File: src/rtl/core/lwetkd_pkg.sv
// ----------------------------------------------------------------------------
// lwetkd_pkg
// Shared types and constants of the LWE ternary-key decryption engine:
// field widths, lane geometry, operation codes and the controller/datapath
// command and status bundles.
// ----------------------------------------------------------------------------
package lwetkd_pkg;

  // Field widths of the input and result transactions
  localparam int OP_W    = 2;
  localparam int ROW_W   = 10;
  localparam int COL_W   = 8;
  localparam int KEY_W   = 2;
  localparam int COEFF_W = 16;
  localparam int WORD_W  = 64;
  localparam int WIDX_W  = 2;

  // Sixteen accumulator lanes per cycle; a group is one row of lanes
  localparam int LANE_W = 4;
  localparam int LANES  = 1 << LANE_W;
  localparam int GRP_W  = COL_W - LANE_W;
  // Bits to index the groups of one 64-bit output word
  localparam int SLOT_W = $clog2(WORD_W / LANES);

  // Rounding constant and plaintext bit position
  localparam logic [COEFF_W-1:0] ROUND_ADD = 16'h4000;
  localparam int                 PLAIN_BIT = 15;

  // Default geometry
  localparam int DEF_KEY_ROWS = 536;
  localparam int DEF_MSG_BITS = 256;

  typedef enum logic [OP_W-1:0] {
    OP_LOAD_KEY = 2'd0,
    OP_LOAD_B   = 2'd1,
    OP_ACCUM    = 2'd2,
    OP_FINISH   = 2'd3
  } op_t;

  // Controller -> datapath
  typedef struct packed {
    logic             capture;   // latch row and coefficient of the transaction
    logic             key_we;    // write one key entry from the input
    logic             b_we;      // write one accumulator from the input
    logic             acc_rd;    // read a group for accumulation
    logic             fin_rd;    // read a group for finishing
    logic             out_load;  // move the assembled word to the output
    logic             last;      // the word being loaded is the final one
    logic [GRP_W-1:0] grp;       // current group
  } cmd_t;

  // Datapath -> controller
  typedef struct packed {
    op_t  op;
    logic row_ok;
    logic col_ok;
    logic out_free;
    logic wb_busy;
  } status_t;

endpackage

File: src/rtl/core/lwetkd_ctrl.sv
// ----------------------------------------------------------------------------
// lwetkd_ctrl
// Sequencer: decodes each transaction, steps the group counter through the
// accumulate and finish passes and paces the output words.
// ----------------------------------------------------------------------------
module lwetkd_ctrl #(
  parameter int MSG_BITS = lwetkd_pkg::DEF_MSG_BITS
) (
  input  logic                clk,
  input  logic                rst,
  input  logic                in_valid,
  output logic                in_ready,
  input  lwetkd_pkg::status_t st,
  output lwetkd_pkg::cmd_t    cmd
);
  import lwetkd_pkg::*;

  localparam int               GROUPS   = (MSG_BITS + LANES - 1) / LANES;
  localparam logic [GRP_W-1:0] LAST_GRP = GRP_W'(GROUPS - 1);

  typedef enum logic [2:0] {
    S_IDLE,
    S_ACC,
    S_DRAIN,
    S_FIN,
    S_FIN_COL,
    S_PUSH
  } state_t;

  state_t           state;
  logic [GRP_W-1:0] grp;
  logic             accept;
  logic             grp_last;
  logic             word_done;

  assign accept    = in_valid && in_ready;
  assign grp_last  = (grp == LAST_GRP);
  assign word_done = (grp[SLOT_W-1:0] == {SLOT_W{1'b1}}) || grp_last;

  // Commands
  always_comb begin
    cmd          = '0;
    cmd.grp      = grp;
    cmd.capture  = accept;
    cmd.key_we   = accept && (st.op == OP_LOAD_KEY) && st.row_ok && st.col_ok;
    cmd.b_we     = accept && (st.op == OP_LOAD_B) && st.col_ok;
    cmd.acc_rd   = (state == S_ACC);
    cmd.fin_rd   = (state == S_FIN);
    cmd.out_load = (state == S_PUSH) && st.out_free;
    cmd.last     = grp_last;
  end

  // State, group counter and ready
  always_ff @(posedge clk) begin
    if (rst) begin
      state    <= S_IDLE;
      grp      <= '0;
      in_ready <= 1'b1;
    end else begin
      case (state)
        S_IDLE: begin
          grp <= '0;
          if (accept && (st.op == OP_ACCUM) && st.row_ok) begin
            state    <= S_ACC;
            in_ready <= 1'b0;
          end else if (accept && (st.op == OP_FINISH)) begin
            state    <= S_FIN;
            in_ready <= 1'b0;
          end
        end
        S_ACC: begin
          if (grp_last) begin
            state <= S_DRAIN;
          end else begin
            grp <= grp + 1'b1;
          end
        end
        S_DRAIN: begin
          state    <= S_IDLE;
          in_ready <= 1'b1;
        end
        S_FIN: begin
          state <= S_FIN_COL;
        end
        S_FIN_COL: begin
          if (word_done) begin
            state <= S_PUSH;
          end else begin
            grp   <= grp + 1'b1;
            state <= S_FIN;
          end
        end
        S_PUSH: begin
          if (st.out_free) begin
            if (grp_last) begin
              state    <= S_IDLE;
              in_ready <= 1'b1;
            end else begin
              grp   <= grp + 1'b1;
              state <= S_FIN;
            end
          end
        end
        default: begin
          state    <= S_IDLE;
          in_ready <= 1'b1;
        end
      endcase
    end
  end

endmodule
File: config.mk
export PLATFORM = sky130hd
export DESIGN_NAME = lwetkd_ctrl
export DESIGN_NICKNAME = d
export VERILOG_FILES = /design/src/rtl/core/lwetkd_pkg.sv /design/src/rtl/core/lwetkd_ctrl.sv
export SDC_FILE = /design/constraint.sdc
export NUM_CORES = 1
export LEC_CHECK = 0
export BUFFER_PORTS_ARGS = -buffer_cell sky130_fd_sc_hd__buf_2
export CAP_MARGIN = 25
export CORE_UTILIZATION = 41
export DETAILED_ROUTE_END_ITERATION = 12
export GPL_TIMING_DRIVEN = 0
export PLACE_DENSITY_LB_ADDON = 0.3
export SLEW_MARGIN = 20
export SYNTH_ARGS = -nofsm -noshare
export SYNTH_HDL_FRONTEND = slang
export SYNTH_SLANG_ARGS = --single-unit
File: constraint.sdc
create_clock -name clk -period 1.5 [get_ports clk]
set_clock_uncertainty 0.05 [all_clocks]
set_input_delay 0.45 -clock clk [delete_from_list [all_inputs] [get_ports clk]]
set_output_delay 0.45 -clock clk [all_outputs]
set_load 0.05 [all_outputs]
==> metrics.md <==
| Metric | Value |
|---|---|
| TritonCTS Buffers | 3 |
| Leakage Power | about 0.48 nW |
| Master cell of the clock root buffer | sky130_fd_sc_hd__clkbuf_4 |
| Area of the mapped netlist | between 500 and 600 µm² |
| Ys async rst share | 0% |
| Die outline width | approximately 39 µm |
| Area used by sequential logic in the layout | between 150 and 200 µm² |
| Data required time of the critical path | 1000 ps |
| Nets | 123 |
| Distinct cells, synth | 29 |
| Initial antenna violation count | 0 |
| Total clock sinks | 8 |
| Syn nets | slightly below 80 |
| First-pass iteration count of the detailed router | 4 |
| Arithmetic-cell share of the synthesized area counting full adders, half adders and majority gates | roughly 4.6% |
| Actual transition at the worst max-transition pin | around 440 ps |
| Critical path startpoint category | flop |
| Via count of the first global-routing pass | between 600 and 700 |
| Data arrival at the endpoint of the critical path | around 1300 ps |
| Largest family of logic cells by synthesized area | simple AND/OR/NAND/NOR gates |
| TritonCTS clock tree | done |
| Post-synthesis xor/xnor area fraction | 0% |
| First DRT Iteration DRCs | 38 |
| Unrepaired setup endpoints after global routing | yes |
| Post-synthesis mux area share | about 5.5% |
| Syn_area_per_cell | approximately 8.0 µm² |
| Min Tclk post-route | roughly 1800 ps |
| Worst Setup Path Type | reg2out |
| Violations in the final reports | setup timing |
| Max-slew violation count | 0 |
| Max Cap Viol | 0 |
| Y dimension of the die | a little under 40 µm |
| Count of antenna-violating nets left after detailed routing | 0 |
| Global-route congestion overflow total | 0 |
| Half-perimeter wire length after detailed placement | 946 µm |
| Global placement routability congestion | around 0.78 |
| Maximum number of pins on one net before global-route repair | 7 |
| Cell count after synthesis | slightly below 70 |
| Final design area excluding fillers | 1070 µm² |
| Post-synth EDFFs | 0 |
| Via count of the routed design | between 700 and 800 |
| Per-cell routed wire length | between 15 and 20 µm |
| Number of port buffers | 19 |
| Worst min-delay path category | in2reg |
| Final-report setup violation count | 13 |
| Post-Place Cell Area | 747 µm² |
| Yosys synthesis warning count | 0 |
| Power density over the cells | 603 nW/µm² |
| Maximum vdd drop | ~0.64 mV |
| I/O Pins | 21 |
| Total routing resource utilization after global routing | between 30% and 40% |
| Worst setup slack before clock tree synthesis | -267 ps |
| Compound-cell area share of the yosys netlist | roughly 14% |
| Synth Area in Simple Gates | between 40% and 50% |
| Smallest hold slack | 346 ps |
| Area of combinational cells with multiple inputs | between 400 and 500 µm² |
| Layout cells sized above 1 | 66.7% |
| Clock slew at the register clock pins of the worst setup and hold paths | around 80 ps |
| Flip-flop and latch count after synthesis | 8 |
| Fin crit share | 119% |
| FILL cells | between 40 and 50 |
| Synthesis-to-layout area growth | 95.0% |
| Outcome | finished, violations left |
| Ant. Diodes | 0 |
| Sequential share of the synthesized area | 29.3% |
| Setup WS post-layout | -286 ps |
| First-pass GRT wire length | slightly above 3 mm |
| Most used flip-flop cell after synthesis | sky130_fd_sc_hd__dfxtp_1 |
| Via-per-instance ratio | 6.03 |
| Type of element capturing the critical path | output port |
| Worst Path Max Fanout | 2 |
| Clock H-tree levels | 1 |
| Die Outline Area | 1480 µm² |
| Remaining design rule violation count | 0 |
| Clock insertion delay at the later pin of the skew report | 280 ps |
| Largest buffer count on any clock path | 2 |
| Endpoints failing hold | 0 |
| Hold buffers post-CTS | 0 |
| Slew HR | a little over two thirds |
| Total wire length | around 2.4 mm |
| Initial Utilization | 46.7% |
| Core Area | approximately 1200 µm² |
| Number of core rows | 12 |
| Fmax | roughly 560 MHz |
[flip-flops by register name, summed over array words and instances, names as in the netlist]
register and flops:
in_ready 1, grp 4, state 3
[worst max-delay path, stage by stage, from the launching register on]
cell and delay (ps):
sky130_fd_sc_hd__dfxtp_4 350, sky130_fd_sc_hd__and2_4 130, sky130_fd_sc_hd__nand3b_1 190, sky130_fd_sc_hd__nor2_4 160
sky130_fd_sc_hd__buf_6 170
[cell usage after synthesis (2+ instances only)]
| master | count | area, µm² |
|---|---|---|
| sky130_fd_sc_hd__or3_1 | 2 | 12.5 |
| sky130_fd_sc_hd__nor3_1 | 2 | 10.0 |
| sky130_fd_sc_hd__mux2i_1 | 3 | 30.0 |
| sky130_fd_sc_hd__ha_1 | 2 | 25.0 |
| sky130_fd_sc_hd__nand3_1 | 3 | 15.0 |
| sky130_fd_sc_hd__nand3b_1 | 2 | 15.0 |
| sky130_fd_sc_hd__dfxtp_1 | 8 | 160 |
| sky130_fd_sc_hd__nand2_1 | 10 | 37.5 |
| sky130_fd_sc_hd__nor2b_1 | 4 | 25.0 |
| sky130_fd_sc_hd__nand4b_1 | 2 | 17.5 |
| sky130_fd_sc_hd__and3_1 | 3 | 18.8 |
| sky130_fd_sc_hd__buf_4 | 3 | 22.5 |
| sky130_fd_sc_hd__o21ai_0 | 2 | 10.0 |
| sky130_fd_sc_hd__nor2_1 | 7 | 26.3 |
[cells by family (layout without fill, tap and decap cells)]
logic type | count (synthesis) | count (layout)
AO/OA/AOI/OAI | 9 | 9
buffers and inverters | 5 | 48
multiplexers | 3 | 3
flip-flops | 8 | 8
adder cells (fa/ha/maj) | 2 | 2
AND/OR/NAND/NOR | 41 | 41
[power breakdown]
part	internal, W	switching, W	total [W]
Combinational	0.0000934	0.000111	0.000204
Sequential	0.000217	0.00000954	0.000227
Clock	0.000103	0.000108	0.000211
[metrics by stage]
step,instances,setup TNS (ps),util [%],power [W]
floorplan,68,-177,-,0.000331
CTS,119,-980,81.0,0.000584
finish,125,-1690,91.0,0.000643
global placement,101,-649,63.8,0.000361
detailed placement,101,-728,63.8,0.000363
global route,125,-1850,91.0,0.000652
[placed cells by master (no fill, tap or decap), types with 2 or more instances in the layout]
master                     count
sky130_fd_sc_hd__nand3b_1      2
sky130_fd_sc_hd__buf_8         5
sky130_fd_sc_hd__nor2_4        3
sky130_fd_sc_hd__nor2b_4       2
sky130_fd_sc_hd__and3_1        2
sky130_fd_sc_hd__nand2_2       2
sky130_fd_sc_hd__nand3_1       2
sky130_fd_sc_hd__buf_2         9
sky130_fd_sc_hd__buf_6         9
sky130_fd_sc_hd__nand4b_1      2
sky130_fd_sc_hd__clkbuf_4      5
sky130_fd_sc_hd__nor3_2        2
sky130_fd_sc_hd__nor2_1        4
sky130_fd_sc_hd__and3_4        2
sky130_fd_sc_hd__ha_4          2
sky130_fd_sc_hd__dfxtp_2       4
sky130_fd_sc_hd__or3_1         2
sky130_fd_sc_hd__nor2b_1       2
sky130_fd_sc_hd__buf_4        18
sky130_fd_sc_hd__mux2i_1       3
sky130_fd_sc_hd__dfxtp_4       4
sky130_fd_sc_hd__nand2_1       7
[path summary, 6_finish.rpt]
path / to / slack, ps / cells after the start / start
max: cmd[9] / -290 / 4 / in_ready$_SDFFE_PP1P_
min: state[2]$_SDFFE_PP0P_ / 350 / 2 / rst
max reg2reg: grp[2]$_SDFFE_PP0P_ / -130 / 6 / grp[0]$_SDFFE_PP0P_
min reg2reg: grp[3]$_SDFFE_PP0P_ / 470 / 2 / grp[3]$_SDFFE_PP0P_
[per-layer routing]
layer | global-route usage (%) | routed length (µm) | vias to the layer above
li1 | - | - | 329
met1 | 31.8 | 933 | 365
met2 | 54.6 | 1250 | 52
met3 | 3.49 | 185 | 8
met4 | 21.6 | 78 | 0
met5 | 0 | 0 | -
[what timing repair did]
action / 4_1_cts / 5_1_grt
setup endpoints to repair: 7 / 16
gates resized for setup: 27 / 19
pin swaps: 10 / 8
buffers inserted: 15 / 7
[area by class of cell]
cell class	count	area share [%]
buffer	3	2.82
sequential	8	16.9
inverter	1	0.352
multi-input combinational	55	43.8
timing repair buffer	40	32.0
clock buffer	4	2.46
tap	14	1.64
(Power assumes the default switching activity.)
